### src/rtl/sdpq_pkg.sv
// ----------------------------------------------------------------------------
// sdpq_pkg
// Shared types, reset values and helpers of the step/dir pulse queue engine.
// ----------------------------------------------------------------------------
package sdpq_pkg;

    localparam int unsigned QUEUE_DEPTH_DEF = 32;

    localparam logic [15:0] PULSE_WIDTH_RST = 16'd160;
    localparam logic        DIR_ENABLE_RST  = 1'b1;
    localparam logic [15:0] CUR_TOP_RST     = 16'hFFFF;

    typedef enum logic [1:0] {
        KIND_TICK  = 2'd0,
        KIND_PUSH  = 2'd1,
        KIND_START = 2'd2,
        KIND_STOP  = 2'd3
    } kind_t;

    typedef enum logic {
        CFG_PULSE_WIDTH = 1'b0,
        CFG_DIR_ENABLE  = 1'b1
    } cfg_index_t;

    typedef struct packed {
        kind_t       kind;
        logic [15:0] period_ticks;
        logic [7:0]  repeat_count;
        logic        with_step;
        logic        flip_dir;
    } sdpq_item_t;

    typedef struct packed {
        logic step_level;
        logic dir_level;
        logic running;
        logic accepted;
        logic period_end;
    } sdpq_result_t;

    typedef struct packed {
        logic        flip_dir;
        logic        with_step;
        logic [7:0]  repeat_count;
        logic [15:0] period_ticks;
    } cmd_entry_t;

    typedef struct packed {
        logic [15:0] top;
        logic        pulse;
        logic        flip;
        logic        pop;
        logic [7:0]  used;
        logic        flipped;
    } take_t;

    typedef struct packed {
        logic       push;
        cmd_entry_t entry;
        logic [1:0] pop_cnt;
        logic       flush;
    } q_ctrl_t;

    typedef struct packed {
        cmd_entry_t head0;
        cmd_entry_t head1;
        logic       nonempty;
        logic       two;
        logic       full;
    } q_status_t;

    // one period from an entry that has already been played used times
    function automatic take_t take_period(cmd_entry_t e, logic [7:0] used, logic flipped);
        take_t      t;
        logic [7:0] rem;
        rem       = e.repeat_count - used;
        t.top     = e.period_ticks;
        t.pulse   = e.with_step;
        t.flip    = e.flip_dir & ~flipped;
        t.pop     = (rem <= 8'd1);
        t.used    = t.pop ? 8'd0 : used + 8'd1;
        t.flipped = ~t.pop;
        return t;
    endfunction

endpackage

### src/rtl/sdpq_if.sv
// ----------------------------------------------------------------------------
// sdpq_cmd_if / sdpq_res_if
// Valid/ready channels carrying input items and result items.
// ----------------------------------------------------------------------------
interface sdpq_cmd_if;
    import sdpq_pkg::*;

    logic       valid;
    logic       ready;
    sdpq_item_t data;

    modport source (output valid, output data, input ready);
    modport sink (input valid, input data, output ready);
endinterface

interface sdpq_res_if;
    import sdpq_pkg::*;

    logic         valid;
    logic         ready;
    sdpq_result_t data;

    modport source (output valid, output data, input ready);
    modport sink (input valid, input data, output ready);
endinterface

### src/rtl/step_dir_pulse_queue_engine.sv
// ----------------------------------------------------------------------------
// step_dir_pulse_queue_engine
// Step/dir pulse generator driven by a queue of period commands.
//
// Items arrive on cmd (tick, push, start, force stop); every item gives one
// result on res with the STEP and DIR levels, the running flag, whether a
// push or start was taken and whether a tick closed a period.
// Each transfer on cmd lands in an input register, is applied to the state
// once the output register is free or being taken, and its result is held
// in the output register until res takes it.
// One item per cycle is sustained while res is ready; the state update of an
// item is combinational, and the queue RAM is kept one read ahead of its head.
// When res stalls, the output register holds the result, one more item waits
// in the input register and cmd.ready drops; nothing is lost.
// Reset clears the queue and stops the generator (STEP and DIR low, pulse
// width 160 ticks, direction flips enabled). The RAM needs no clearing pass.
// pulse_width and dir_enable are written through cfg_we/cfg_index/cfg_data;
// the user must do so only while no item is in flight, as the block has no check.
// ----------------------------------------------------------------------------
module step_dir_pulse_queue_engine #(
    parameter int unsigned QUEUE_DEPTH = sdpq_pkg::QUEUE_DEPTH_DEF
) (
    input  logic                   clk,
    input  logic                   rst_n,
    input  logic                   cfg_we,
    input  sdpq_pkg::cfg_index_t   cfg_index,
    input  logic [15:0]            cfg_data,
    sdpq_cmd_if.sink               cmd,
    sdpq_res_if.source             res
);
    import sdpq_pkg::*;

    logic         in_valid_reg;
    sdpq_item_t   in_item_reg;
    logic         out_valid_reg;
    sdpq_result_t out_data_reg;
    logic [15:0]  pulse_width_reg;
    logic         dir_enable_reg;
    logic         advance;
    logic         fire;
    q_ctrl_t      q_ctrl;
    q_status_t    q_sts;
    sdpq_result_t result;

    assign advance   = !out_valid_reg || res.ready;
    assign fire      = in_valid_reg && advance;
    assign cmd.ready = !in_valid_reg || advance;
    assign res.valid = out_valid_reg;
    assign res.data  = out_data_reg;

    always_ff @(posedge clk or negedge rst_n)
    begin
        if (!rst_n)
        begin
            pulse_width_reg <= PULSE_WIDTH_RST;
            dir_enable_reg  <= DIR_ENABLE_RST;
        end
        else if (cfg_we)
        begin
            case (cfg_index)
                CFG_PULSE_WIDTH: pulse_width_reg <= cfg_data;
                CFG_DIR_ENABLE:  dir_enable_reg  <= cfg_data[0];
                default:
                begin
                end
            endcase
        end
    end

    always_ff @(posedge clk or negedge rst_n)
    begin
        if (!rst_n)
        begin
            in_valid_reg  <= 1'b0;
            out_valid_reg <= 1'b0;
        end
        else
        begin
            if (cmd.valid && cmd.ready)
            begin
                in_valid_reg <= 1'b1;
            end
            else if (fire)
            begin
                in_valid_reg <= 1'b0;
            end

            if (fire)
            begin
                out_valid_reg <= 1'b1;
            end
            else if (res.ready)
            begin
                out_valid_reg <= 1'b0;
            end
        end
    end

    always_ff @(posedge clk)
    begin
        if (cmd.valid && cmd.ready)
        begin
            in_item_reg <= cmd.data;
        end
        if (fire)
        begin
            out_data_reg <= result;
        end
    end

    sdpq_pulse_gen u_pulse_gen (
        .clk         (clk),
        .rst_n       (rst_n),
        .fire        (fire),
        .item        (in_item_reg),
        .pulse_width (pulse_width_reg),
        .dir_enable  (dir_enable_reg),
        .q_sts       (q_sts),
        .q_ctrl      (q_ctrl),
        .result      (result)
    );

    sdpq_cmd_queue #(
        .QUEUE_DEPTH (QUEUE_DEPTH)
    ) u_cmd_queue (
        .clk   (clk),
        .rst_n (rst_n),
        .ctrl  (q_ctrl),
        .sts   (q_sts)
    );

`ifndef SYNTH
    a_pop_needs_entry: assert property (@(posedge clk) disable iff (!rst_n)
        q_ctrl.pop_cnt != 2'd0 |-> q_sts.nonempty)
        else $error("queue popped while empty");

    a_double_pop_two: assert property (@(posedge clk) disable iff (!rst_n)
        q_ctrl.pop_cnt == 2'd2 |-> q_sts.two)
        else $error("two heads popped with fewer than two queued");

    a_push_has_room: assert property (@(posedge clk) disable iff (!rst_n)
        q_ctrl.push |-> !q_sts.full)
        else $error("push written into a full queue");

    a_step_needs_run: assert property (@(posedge clk) disable iff (!rst_n)
        res.valid |-> (!res.data.step_level || res.data.running))
        else $error("step high while stopped");

    a_end_not_taken: assert property (@(posedge clk) disable iff (!rst_n)
        fire |=> !(out_data_reg.period_end && out_data_reg.accepted))
        else $error("period end flagged on an accepted command");
`endif

endmodule

### src/rtl/sdpq_cmd_queue.sv
// ----------------------------------------------------------------------------
// sdpq_cmd_queue
// Command queue: a RAM with registered read behind three prefetched head
// registers, so up to two heads can be popped in one cycle.
// ----------------------------------------------------------------------------
module sdpq_cmd_queue #(
    parameter int unsigned QUEUE_DEPTH = sdpq_pkg::QUEUE_DEPTH_DEF
) (
    input  logic                clk,
    input  logic                rst_n,
    input  sdpq_pkg::q_ctrl_t   ctrl,
    output sdpq_pkg::q_status_t sts
);
    import sdpq_pkg::*;

    localparam int unsigned AW          = $clog2(QUEUE_DEPTH);
    localparam int unsigned CW          = $clog2(QUEUE_DEPTH + 1);
    localparam int unsigned FRONT_DEPTH = 3;

    cmd_entry_t          mem [QUEUE_DEPTH];
    cmd_entry_t          front_reg [FRONT_DEPTH];
    cmd_entry_t          front_next [FRONT_DEPTH];
    cmd_entry_t          shifted [FRONT_DEPTH];
    cmd_entry_t          land_reg;
    logic                land_v_reg, land_v_next;
    logic [1:0]          fcnt_reg, fcnt_next;
    logic [AW-1:0]       wr_ptr_reg, wr_ptr_next;
    logic [AW-1:0]       rd_ptr_reg, rd_ptr_next;
    logic [CW-1:0]       mem_cnt_reg, mem_cnt_next;
    logic [CW-1:0]       total_reg, total_next;
    logic [1:0]          f_pop;
    logic [1:0]          f_land;
    logic                push_front;
    logic                push_mem;
    logic                rd_en;

    always_comb
    begin
        f_pop      = fcnt_reg - ctrl.pop_cnt;
        f_land     = f_pop + 2'(land_v_reg);
        push_front = ctrl.push && (mem_cnt_reg == '0) && (f_land != 2'(FRONT_DEPTH));
        push_mem   = ctrl.push && !push_front;
        rd_en      = (mem_cnt_reg != '0) && (f_land != 2'(FRONT_DEPTH)) && !ctrl.flush;

        for (int i = 0; i < FRONT_DEPTH; i++)
        begin
            shifted[i] = front_reg[i];
            if (ctrl.pop_cnt == 2'd1 && i + 1 < FRONT_DEPTH)
            begin
                shifted[i] = front_reg[i + 1];
            end
            if (ctrl.pop_cnt == 2'd2 && i + 2 < FRONT_DEPTH)
            begin
                shifted[i] = front_reg[i + 2];
            end
        end

        for (int i = 0; i < FRONT_DEPTH; i++)
        begin
            if (2'(i) < f_pop)
            begin
                front_next[i] = shifted[i];
            end
            else if (land_v_reg && 2'(i) == f_pop)
            begin
                front_next[i] = land_reg;
            end
            else if (push_front && 2'(i) == f_land)
            begin
                front_next[i] = ctrl.entry;
            end
            else
            begin
                front_next[i] = shifted[i];
            end
        end

        fcnt_next    = f_land + 2'(push_front);
        land_v_next  = rd_en;
        mem_cnt_next = mem_cnt_reg - CW'(rd_en) + CW'(push_mem);
        total_next   = total_reg - CW'(ctrl.pop_cnt) + CW'(ctrl.push);
        wr_ptr_next  = wr_ptr_reg;
        rd_ptr_next  = rd_ptr_reg;
        if (push_mem)
        begin
            wr_ptr_next = (wr_ptr_reg == AW'(QUEUE_DEPTH - 1)) ? '0 : wr_ptr_reg + 1'b1;
        end
        if (rd_en)
        begin
            rd_ptr_next = (rd_ptr_reg == AW'(QUEUE_DEPTH - 1)) ? '0 : rd_ptr_reg + 1'b1;
        end

        // force stop drops every queued command
        if (ctrl.flush)
        begin
            fcnt_next    = '0;
            land_v_next  = 1'b0;
            mem_cnt_next = '0;
            total_next   = '0;
            wr_ptr_next  = '0;
            rd_ptr_next  = '0;
        end
    end

    always_ff @(posedge clk or negedge rst_n)
    begin
        if (!rst_n)
        begin
            fcnt_reg    <= '0;
            land_v_reg  <= 1'b0;
            mem_cnt_reg <= '0;
            total_reg   <= '0;
            wr_ptr_reg  <= '0;
            rd_ptr_reg  <= '0;
        end
        else
        begin
            fcnt_reg    <= fcnt_next;
            land_v_reg  <= land_v_next;
            mem_cnt_reg <= mem_cnt_next;
            total_reg   <= total_next;
            wr_ptr_reg  <= wr_ptr_next;
            rd_ptr_reg  <= rd_ptr_next;
        end
    end

    always_ff @(posedge clk)
    begin
        for (int i = 0; i < FRONT_DEPTH; i++)
        begin
            front_reg[i] <= front_next[i];
        end
    end

    always_ff @(posedge clk)
    begin
        if (push_mem)
        begin
            mem[wr_ptr_reg] <= ctrl.entry;
        end
        if (rd_en)
        begin
            land_reg <= mem[rd_ptr_reg];
        end
    end

    assign sts.head0    = front_reg[0];
    assign sts.head1    = front_reg[1];
    assign sts.nonempty = (total_reg != '0);
    assign sts.two      = (total_reg > CW'(1));
    assign sts.full     = (total_reg == CW'(QUEUE_DEPTH));

endmodule

### src/rtl/sdpq_pulse_gen.sv
// ----------------------------------------------------------------------------
// sdpq_pulse_gen
// Period counter, staged period, grace handling and direction state; one
// input item is applied per cycle when fire is high, and its result is formed alongside.
// ----------------------------------------------------------------------------
module sdpq_pulse_gen (
    input  logic                   clk,
    input  logic                   rst_n,
    input  logic                   fire,
    input  sdpq_pkg::sdpq_item_t   item,
    input  logic [15:0]            pulse_width,
    input  logic                   dir_enable,
    input  sdpq_pkg::q_status_t    q_sts,
    output sdpq_pkg::q_ctrl_t      q_ctrl,
    output sdpq_pkg::sdpq_result_t result
);
    import sdpq_pkg::*;

    logic [15:0] pos_reg, pos_next;
    logic [15:0] cur_top_reg, cur_top_next;
    logic        cur_pulse_reg, cur_pulse_next;
    logic [15:0] stg_top_reg, stg_top_next;
    logic        stg_pulse_reg, stg_pulse_next;
    logic        grace_reg, grace_next;
    logic        active_reg, active_next;
    logic        dir_reg, dir_next;
    logic [7:0]  used_reg, used_next;
    logic        flipped_reg, flipped_next;

    take_t       t0;
    take_t       t1;
    logic        t1_ok;
    logic        use0;
    logic        use1;
    logic        push;
    logic        flush;
    logic        accepted;
    logic        period_end;

    always_comb
    begin
        t0 = take_period(q_sts.head0, used_reg, flipped_reg);
        if (t0.pop)
        begin
            t1 = take_period(q_sts.head1, 8'd0, 1'b0);
        end
        else
        begin
            t1 = take_period(q_sts.head0, t0.used, t0.flipped);
        end
        t1_ok = !t0.pop || q_sts.two;

        pos_next       = pos_reg;
        cur_top_next   = cur_top_reg;
        cur_pulse_next = cur_pulse_reg;
        stg_top_next   = stg_top_reg;
        stg_pulse_next = stg_pulse_reg;
        grace_next     = grace_reg;
        active_next    = active_reg;
        use0           = 1'b0;
        use1           = 1'b0;
        push           = 1'b0;
        flush          = 1'b0;
        accepted       = 1'b0;
        period_end     = 1'b0;
        used_next      = used_reg;
        flipped_next   = flipped_reg;

        case (item.kind)
            KIND_TICK:
            begin
                if (active_reg)
                begin
                    if (pos_reg >= cur_top_reg)
                    begin
                        period_end     = 1'b1;
                        pos_next       = '0;
                        cur_top_next   = stg_top_reg;
                        cur_pulse_next = stg_pulse_reg;
                        if (q_sts.nonempty)
                        begin
                            use0           = 1'b1;
                            stg_top_next   = t0.top;
                            stg_pulse_next = t0.pulse;
                            grace_next     = 1'b0;
                        end
                        else if (grace_reg)
                        begin
                            grace_next  = 1'b0;
                            active_next = 1'b0;
                        end
                        else
                        begin
                            // dead period keeps the length of the one just latched
                            grace_next     = 1'b1;
                            stg_pulse_next = 1'b0;
                        end
                    end
                    else
                    begin
                        pos_next = pos_reg + 16'd1;
                    end
                end
            end
            KIND_PUSH:
            begin
                if (!q_sts.full)
                begin
                    push     = 1'b1;
                    accepted = 1'b1;
                end
            end
            KIND_START:
            begin
                if (!active_reg && q_sts.nonempty)
                begin
                    use0           = 1'b1;
                    active_next    = 1'b1;
                    grace_next     = 1'b0;
                    cur_top_next   = t0.top;
                    cur_pulse_next = t0.pulse;
                    pos_next       = '0;
                    accepted       = 1'b1;
                    if (t1_ok)
                    begin
                        use1           = 1'b1;
                        stg_top_next   = t1.top;
                        stg_pulse_next = t1.pulse;
                    end
                    else
                    begin
                        grace_next     = 1'b1;
                        stg_top_next   = t0.top;
                        stg_pulse_next = 1'b0;
                    end
                end
            end
            KIND_STOP:
            begin
                active_next  = 1'b0;
                grace_next   = 1'b0;
                pos_next     = '0;
                flush        = 1'b1;
                used_next    = '0;
                flipped_next = 1'b0;
            end
            default:
            begin
            end
        endcase

        if (use1)
        begin
            used_next    = t1.used;
            flipped_next = t1.flipped;
        end
        else if (use0)
        begin
            used_next    = t0.used;
            flipped_next = t0.flipped;
        end

        dir_next = dir_reg ^ (dir_enable & ((use0 & t0.flip) ^ (use1 & t1.flip)));

        q_ctrl.push    = fire & push;
        q_ctrl.entry   = '{flip_dir:     item.flip_dir,
                           with_step:    item.with_step,
                           repeat_count: item.repeat_count,
                           period_ticks: item.period_ticks};
        q_ctrl.pop_cnt = fire ? (2'(use0 & t0.pop) + 2'(use1 & t1.pop)) : 2'd0;
        q_ctrl.flush   = fire & flush;

        result.step_level = active_next & cur_pulse_next & (pos_next < pulse_width);
        result.dir_level  = dir_next;
        result.running    = active_next;
        result.accepted   = accepted;
        result.period_end = period_end;
    end

    always_ff @(posedge clk or negedge rst_n)
    begin
        if (!rst_n)
        begin
            pos_reg       <= '0;
            cur_top_reg   <= CUR_TOP_RST;
            cur_pulse_reg <= 1'b0;
            stg_top_reg   <= '0;
            stg_pulse_reg <= 1'b0;
            grace_reg     <= 1'b0;
            active_reg    <= 1'b0;
            dir_reg       <= 1'b0;
            used_reg      <= '0;
            flipped_reg   <= 1'b0;
        end
        else if (fire)
        begin
            pos_reg       <= pos_next;
            cur_top_reg   <= cur_top_next;
            cur_pulse_reg <= cur_pulse_next;
            stg_top_reg   <= stg_top_next;
            stg_pulse_reg <= stg_pulse_next;
            grace_reg     <= grace_next;
            active_reg    <= active_next;
            dir_reg       <= dir_next;
            used_reg      <= used_next;
            flipped_reg   <= flipped_next;
        end
    end

endmodule
### src/flat_wrapper.sv
// flat-port wrapper written by rule: the top's interface ports become plain ports
module step_dir_pulse_queue_engine_flat import sdpq_pkg::*;
#(
    parameter int unsigned QUEUE_DEPTH = sdpq_pkg::QUEUE_DEPTH_DEF
)
  (clk, rst_n, cfg_we, cfg_index, cfg_data, cmd_valid, cmd_data, cmd_ready, res_valid, res_data, res_ready);
  sdpq_cmd_if cmd_i ();
  sdpq_res_if res_i ();
  input  logic clk;
  input  logic rst_n;
  input  logic cfg_we;
  input  sdpq_pkg::cfg_index_t cfg_index;
  input  logic [15:0] cfg_data;
  input wire logic [$bits(cmd_i.valid)-1:0] cmd_valid;
  input wire logic [$bits(cmd_i.data)-1:0] cmd_data;
  output wire logic [$bits(cmd_i.ready)-1:0] cmd_ready;
  output wire logic [$bits(res_i.valid)-1:0] res_valid;
  output wire logic [$bits(res_i.data)-1:0] res_data;
  input wire logic [$bits(res_i.ready)-1:0] res_ready;
  assign cmd_i.valid = cmd_valid;
  assign cmd_i.data = cmd_data;
  assign cmd_ready = cmd_i.ready;
  assign res_valid = res_i.valid;
  assign res_data = res_i.data;
  assign res_i.ready = res_ready;
  step_dir_pulse_queue_engine #(.QUEUE_DEPTH(QUEUE_DEPTH)) u_core (.clk(clk), .rst_n(rst_n), .cfg_we(cfg_we), .cfg_index(cfg_index), .cfg_data(cfg_data), .cmd(cmd_i), .res(res_i));
endmodule
### config.mk
export PLATFORM = sky130hd
export DESIGN_NAME = step_dir_pulse_queue_engine_flat
export DESIGN_NICKNAME = d
export VERILOG_FILES = /design/src/rtl/sdpq_pkg.sv /design/src/rtl/sdpq_if.sv /design/src/rtl/step_dir_pulse_queue_engine.sv /design/src/rtl/sdpq_cmd_queue.sv /design/src/rtl/sdpq_pulse_gen.sv /design/src/flat_wrapper.sv
export SDC_FILE = /design/constraint.sdc
export NUM_CORES = 1
export LEC_CHECK = 0
export ABC_AREA = 1
export BUFFER_PORTS_ARGS = -buffer_cell sky130_fd_sc_hd__buf_4
export CAP_MARGIN = 20
export CORE_MARGIN = 5
export CORE_UTILIZATION = 55
export DETAILED_ROUTE_END_ITERATION = 8
export PLACE_DENSITY = 0.71
export SLEW_MARGIN = 30
export SYNTH_ARGS = -nofsm -noshare
export SYNTH_HDL_FRONTEND = slang
export SYNTH_SLANG_ARGS = --single-unit
### constraint.sdc
create_clock -name clk -period 12.15 [get_ports clk]
set_input_delay 1.215 -clock clk [delete_from_list [all_inputs] [get_ports clk]]
set_output_delay 1.215 -clock clk [all_outputs]
set_load 0.02 [all_outputs]
# Word level (Yosys, flattened, before mapping)

Memory sizes are Yosys's and may differ from the RTL's. A register that Yosys moved wholly into a read port is not among the register bits.
Cells that the tools add are included.

Add/subtract/negate cells: 15
Order comparisons: 9
Eq/ne operators: 18
Multiplexer cells: 89
Bitwise operators: 18
Reduce and logical (&&, ||, !) cells: 44

Operator list:

| kind                                                                   | number |
|---|---|
| 26-bit 2-to-1 mux                                                      | 12 |
| 16-bit 2-to-1 mux                                                      | 11 |
| 16-bit case mux with 2 select lines                                    | 2 |
| 16-bit case mux with 3 select lines                                    | 1 |
| 1-bit 2-to-1 mux                                                       | 41 |
| 8-bit 2-to-1 mux                                                       | 5 |
| 5-bit 2-to-1 mux                                                       | 6 |
| 28-bit 2-to-1 mux                                                      | 1 |
| 8-bit by 1-bit <= comparator with 1-bit output (second input constant) | 3 |
| 16-bit by 1-bit adder with 16-bit output (second input constant)       | 1 |
| 8-bit by 1-bit adder with 8-bit output (second input constant)         | 2 |
| 16-bit greater-or-equal comparator                                     | 1 |
| 16-bit < comparator                                                    | 1 |
| 8-bit subtractor                                                       | 2 |
| 1-bit logical AND                                                      | 14 |
| 6-bit by 1-bit adder with 6-bit output                                 | 2 |
| 6-bit 2-to-1 mux                                                       | 2 |
| 6-bit AND reduction                                                    | 2 |
| 6-bit nonzero test                                                     | 2 |
| 1-bit bitwise AND                                                      | 11 |
| 5-bit by 1-bit adder with 5-bit output (second input constant)         | 2 |
| 5-bit equality test (second input constant)                            | 2 |
| 2-bit != test (second input constant)                                  | 5 |
| 5-bit AND reduction                                                    | 2 |
| 26 further kinds                                                       | 60 |

Register bits after elaboration: 139
RAM bits: 910
Output and inout port bits: 7
Logic and storage cells: 225
Memories: 2

Memory list:

| name                         | words | width | rd ports | clocked after Yosys merged registers in | write ports | line                 | source |
|---|---|---|---|---|---|---|---|
| u_core.u_cmd_queue.mem       | 32    | 26    | 1        | 1                                       | 1           | sdpq_cmd_queue.sv:20 | `cmd_entry_t mem [QUEUE_DEPTH];` |
| u_core.u_cmd_queue.front_reg | 3     | 26    | 3        | 0                                       | 3           | sdpq_cmd_queue.sv:21 | `cmd_entry_t front_reg [FRONT_DEPTH];` |

# Longest topological paths before layout

An unclocked memory read counts as a cell.

Depth in word-level cells: 19
Depth in mapped cells: 52

# Hierarchy

From an unflattened synthesis, not the netlist that was laid out.

Cells, all modules: 4577
Area, all modules: 48247.5 um^2

Modules (own cells, without submodules):

| module                      | times used | cells each | area an instance (um^2) | seq. area each (um^2) |
|---|---|---|---|---|
| sdpq_cmd_queue              | 1          | 3662       | 40805.4                 | 28212.1 |
| sdpq_pulse_gen              | 1          | 795        | 5666.7                  | 1571.5 |
| step_dir_pulse_queue_engine | 1          | 120        | 1775.5                  | 1470.2 |

# Worst setup path after synthesis

Ideal clock, no wire load.

Kind: reg2reg
From: reg u_core.u_pulse_gen.used_reg[0]
To: reg u_core.u_cmd_queue.mem_cnt_reg[2]
Setup time: 114 ps
Data arrival time: 7313 ps
Path slack: 4723 ps
Stages on the path, launching flop included: 44
Cell sequence: dfrtp_1 > ha_1 > fa_1 > inv_1 > nand2_1 > nand2_1 > nand3_1 > nand2_1 > nand2_1 > nand2_1 > nand3_1 > nor2_1 > nor2_1 > ha_1 > fa_1 > o21ai_0 > a21oi_1 > nor2_1 > [... 8 more ...] > ha_1 > inv_1 > nor2_4 > inv_2 > or2_4 > nand2_4 > nor2_1 > nor2_4 > nand2_1 > nand2_1 > nor2_1 > ha_1 > inv_1 > ha_1 > fa_1 > or2_2 > nand3_1 > inv_1

Cells in the longest elaborated chain, start to end: 18
Elaborated cells between the ends (all ways): 27
Classes of those cells: add/sub: 8; order compare: 2; eq/ne: 1; mux: 7; bitwise: 2; reduce/logical: 7

Ends and longest elaborated chain:

| element                                                                  | line                  | source |
|---|---|---|
| from (decl)                                                              | sdpq_pulse_gen.sv:27  | `logic [7:0] used_reg, used_next;` |
| from (signal assigned)                                                   | sdpq_pulse_gen.sv:205 | `used_reg <= used_next;` |
| parallel branches: the longest is 8 deep, another holds 8-bit subtractor | --                    |  |
| 1-bit by 1-bit adder with 2-bit output *                                 | sdpq_pulse_gen.sv:170 | `q_ctrl.pop_cnt = fire ? (2'(use0 & t0.pop) + 2'(use1 & t1.pop)) : 2'd0;` |
| 2-bit 2-to-1 mux *                                                       | sdpq_pulse_gen.sv:170 |  |
| 2-bit subtractor *                                                       | sdpq_cmd_queue.sv:39  | `f_pop = fcnt_reg - ctrl.pop_cnt;` |
| 2-bit by 1-bit adder with 2-bit output *                                 | sdpq_cmd_queue.sv:40  | `f_land = f_pop + 2'(land_v_reg);` |
| 2-bit != test *                                                          | sdpq_cmd_queue.sv:43  | `rd_en = (mem_cnt_reg != '0) && (f_land != 2'(FRONT_DEPTH)) && !ctrl.flush;` |
| 1-bit logical AND * (2 in a row)                                         | sdpq_cmd_queue.sv:43  |  |
| via u_core.u_cmd_queue.rd_en                                             | sdpq_cmd_queue.sv:35  | `logic rd_en;` |
| 6-bit by 1-bit subtractor with 6-bit output *                            | sdpq_cmd_queue.sv:80  | `mem_cnt_next = mem_cnt_reg - CW'(rd_en) + CW'(push_mem);` |
| 6-bit by 1-bit adder with 6-bit output *                                 | sdpq_cmd_queue.sv:80  |  |
| 6-bit 2-to-1 mux *                                                       | sdpq_cmd_queue.sv:94  | `if (ctrl.flush)` |
| via u_core.u_cmd_queue.mem_cnt_next[2]                                   | sdpq_cmd_queue.sv:29  | `logic [CW-1:0] mem_cnt_reg, mem_cnt_next;` |
| to (signal assigned)                                                     | sdpq_cmd_queue.sv:120 | `mem_cnt_reg <= mem_cnt_next;` |
| to (decl)                                                                | sdpq_cmd_queue.sv:29  |  |

Mark *: on every way through the listed nets, which the timed path passes.
A chain may end at the register's enable or synchronous reset.

# Worst setup path after layout

From: reg u_core.u_pulse_gen.used_reg[0]
To: mem u_core.u_cmd_queue.mem[16][15] (netlist name), enable pin

Cells in the longest elaborated chain, start to end: 18
Elaborated cells between the ends (all ways): 24
Classes of those cells: add/sub: 6; order compare: 2; eq/ne: 1; mux: 8; bitwise: 2; reduce/logical: 5

Ends and longest elaborated chain:

| element                                                                  | line                  | source |
|---|---|---|
| parallel branches: the longest is 8 deep, another holds 8-bit subtractor | --                    |  |
| 1-bit by 1-bit adder with 2-bit output *                                 | sdpq_pulse_gen.sv:170 |  |
| 2-bit 2-to-1 mux *                                                       | sdpq_pulse_gen.sv:170 |  |
| 2-bit subtractor *                                                       | sdpq_cmd_queue.sv:39  |  |
| 2-bit by 1-bit adder with 2-bit output *                                 | sdpq_cmd_queue.sv:40  |  |
| 2-bit != test *                                                          | sdpq_cmd_queue.sv:41  | `push_front = ctrl.push && (mem_cnt_reg == '0) && (f_land != 2'(FRONT_DEPTH));` |
| 1-bit logical AND *                                                      | sdpq_cmd_queue.sv:41  |  |
| 1-bit zero test *                                                        | sdpq_cmd_queue.sv:42  | `push_mem = ctrl.push && !push_front;` |
| 1-bit logical AND *                                                      | sdpq_cmd_queue.sv:42  |  |
| 1-bit 2-to-1 mux *                                                       | sdpq_cmd_queue.sv:137 | `if (push_mem)` |
| 1-bit 2-to-1 mux (implied by the code) *                                 | sdpq_cmd_queue.sv:139 | `mem[wr_ptr_reg] <= ctrl.entry;` |
| to (decl)                                                                | sdpq_cmd_queue.sv:20  |  |

Every way passes the cells marked *.

==> results.ini <==
[sta]
setup_violations = 0
finalCriticalPeriod_ns = 8.201
finalCritPeriodShare = 0.6750
slew_headroom = 0.3208
drv_slew = 0
fin_skew_ns = 0.04056
hold_violations = 0
rsz0062_at_grt = no
tightest_slew_ns = 1.016
setup-tns-final_ns = 0
fin_ws_ns = 3.949
clock.fmax_ghz = 0.1219

[cts]
worstSkewPairLatency_ns = 0.69
cts-hold-fix-buffers = 0
clock-sinks = 1075
cts_max_level = 3
clockRootBuffer = clkbuf_16
post_cts_resized = 0
postCtsSetupBuffers = 0
cts_tree = built
clk_pin_slew_ns = 0.06
cts_buffers = 104
cts_buffer_depth = 3

[synth]
synth-async-reset-ratio = 0.09860
syn_area_per_cell_um2 = 11.65
synth_fp_nets = 4071
synth_cell_types = 52
synthDominantCellAreaShare = 0.6005
synth-edff-count = 917
synth-seq-cells = 1075
ys_warn_count = 0
ys_top_cells_by_area = edfxtp_1 (60%), o21ai_0 (7.3%), nor2_1 (5.1%)
synth.largest_area_cell = edfxtp_1
yosysMostFrequentCell = edfxtp_1
ys_seq_area_frac = 0.6816
syn-instance-count = 3937
synth_common_cells = edfxtp_1 (917), o21ai_0 (667), nor2_1 (617)
syn_area_um2 = 45860
synthFlopType = edfxtp_1

[floorplan]
fp-row-count = 105
die_w_um = 298.8
start_util = 0.5567
core_um2 = 82370
pin_count = 57
die-area_um2 = 89250
dieHeight_um = 298.8

[placement]
portBuffers = 56
pre_cts_slack_ns = 4.086
place_congestion = 0.8891
hpwl_um = 71350

[routing]
ant_nets = 0
wirelength_um = 120500
drt-initial-drc-count = 3874
via_per_inst = 6.193
wl_per_cell_um = 23.79
drc_errors = 0
dr.pass1.iters = 5
vias = 31380

[worst_setup_path]
critical-path-slowest-cell = nor2_4
worst_ep_required_time_ns = 12.46
arrival_ns = 8.51
cp_max_fo = 26
crit_buf_inv = 4
cp_common_cell = nand2_1
start_kind = flip-flop
critPathCaptureType = flip-flop
critPathKind = flip-flop to flip-flop
cpLargestDelayFamily = simple AND/OR/NAND/NOR gates
max_stage_delay_ns = 1.01

[grt]
grt_pass1_wl_um = 181800
globalRoute.totalOverflow = 0
grt_antenna_before_repair = 1
grt_usage = 0.2645
grt_max_degree = 167
first_global_vias = 29620

[cells_and_area]
largest_reg_flops = 832
drive_above_1_share = 0.09785
fillers = 6380
final-seq-area_um2 = 31270
multiInputGateArea_um2 = 13040
area_delta_synth_final_pct = 10.84
final_nets = 4044
fin_util = 0.6170

[worst_hold_path]
hp-class = flip-flop to flip-flop

[run_status]
status = finished clean

[run]
drv_cap = 0

[power]
vdd_drop_max_v = 0.0001949
cellPowerDensity_nw_per_um2 = 235.1
leakagePower_nw = 17.94

## tightest hold or removal path, delay by kind of cell, from the launching register on
kind	cells	cell delay (ns)
compound gates	1	0.06
buf+inv	1	0.06
flops	1	0.36
## metal layers
metal  part of all wire  vias up  GRT usage
met3              0.093      225    0.04370
li1                   -    14320          -
met5                  0        -          0
met4              0.036        0    0.09345
met2               0.47     1515     0.4186
met1               0.40    15320     0.3769
## worst paths after layout
kind	startpoint	end	slack (ns)	cells past startpoint
hold reg to reg	u_core.pulse_width_reg[5]$_DFFE_PN1P_	u_core.pulse_width_reg[5]$_DFFE_PN1P_	0.49	2
hold / removal	u_core.pulse_width_reg[5]$_DFFE_PN1P_	u_core.pulse_width_reg[5]$_DFFE_PN1P_	0.49	2
setup / recovery	u_core.u_pulse_gen.used_reg[0]$_DFFE_PN0P_	u_core.u_cmd_queue.mem[16][15]$_DFFE_PP_	3.95	39
max in group asynchronous	rst_n	u_core.u_cmd_queue.rd_ptr_reg[0]$_DFFE_PN0P_	10.18	2
min in group asynchronous	rst_n	u_core.pulse_width_reg[2]$_DFFE_PN0P_	0.53	1
setup reg to reg	u_core.u_pulse_gen.used_reg[0]$_DFFE_PN0P_	u_core.u_cmd_queue.mem[16][15]$_DFFE_PP_	3.95	39
## metrics by stage
step | hold WS [ns] | instances | instance area, µm² | power (W)
after global placement | 0.4659 | 4872 | 47410 | 0.008697
final | 0.4872 | 5067 | 50830 | 0.01195
after detailed placement | 0.4704 | 4874 | 47490 | 0.008774
after floorplan | 0.4468 | 3937 | 45860 | 0.007409
after CTS | 0.4903 | 5066 | 50810 | 0.01191
after global routing | 0.5087 | 5066 | 50820 | 0.01259
## layout by cell type (no fill, tap or decap), types with 5 or more instances in the layout
master / instances
edfxtp_1: 917
inv_1: 236
nand2_2: 23
inv_2: 5
clkbuf_16: 105
nor2_4: 36
clkbuf_1: 26
nand4_1: 15
o22ai_1: 83
clkinv_2: 16
ha_1: 80
nor2_1: 581
o21ai_0: 665
nand3_1: 111
o221ai_1: 145
dfstp_2: 19
bufinv_16: 6
dfrtp_1: 83
xor2_1: 10
dfxtp_1: 52
nand2_1: 305
buf_4: 110
o211ai_1: 93
o21ai_2: 22
a32oi_1: 25
a31oi_1: 34
xnor2_1: 6
clkinv_1: 25
nor3_1: 8
a21oi_1: 80
clkbuf_8: 7
## cell families after synthesis
group / after synthesis / synth area share
and+or+nand+nor: 1102 / 0.09782
adders and majority gates: 84 / 0.02357
buffers and inverters: 494 / 0.04115
xor gates and xnor gates: 18 / 0.003765
AOI/OAI and AO/OA: 1162 / 0.1517
DFF: 1075 / 0.6816
muxes: 2 / 0.0004638
## report_power, final
group / switching (W) / total (W) / internal (W)
logic: 0.00292 / 0.00413 / 0.00121
registers: 0.000235 / 0.00466 / 0.00443
clock network: 0.00139 / 0.00315 / 0.00176
total: 0.00454 / 0.0119 / 0.00740
## cell type report
type	instances	area share
clock buffers	138	0.05551
well taps	1070	0.02634
diodes	1	0.00004923
repair buffers	114	0.01812
inverters	247	0.01861
clock inverters	54	0.009650
multi-input cells	2368	0.2566
flip-flops and latches	1075	0.6152
No activity file was read; power rests on OpenSTA's default activity.
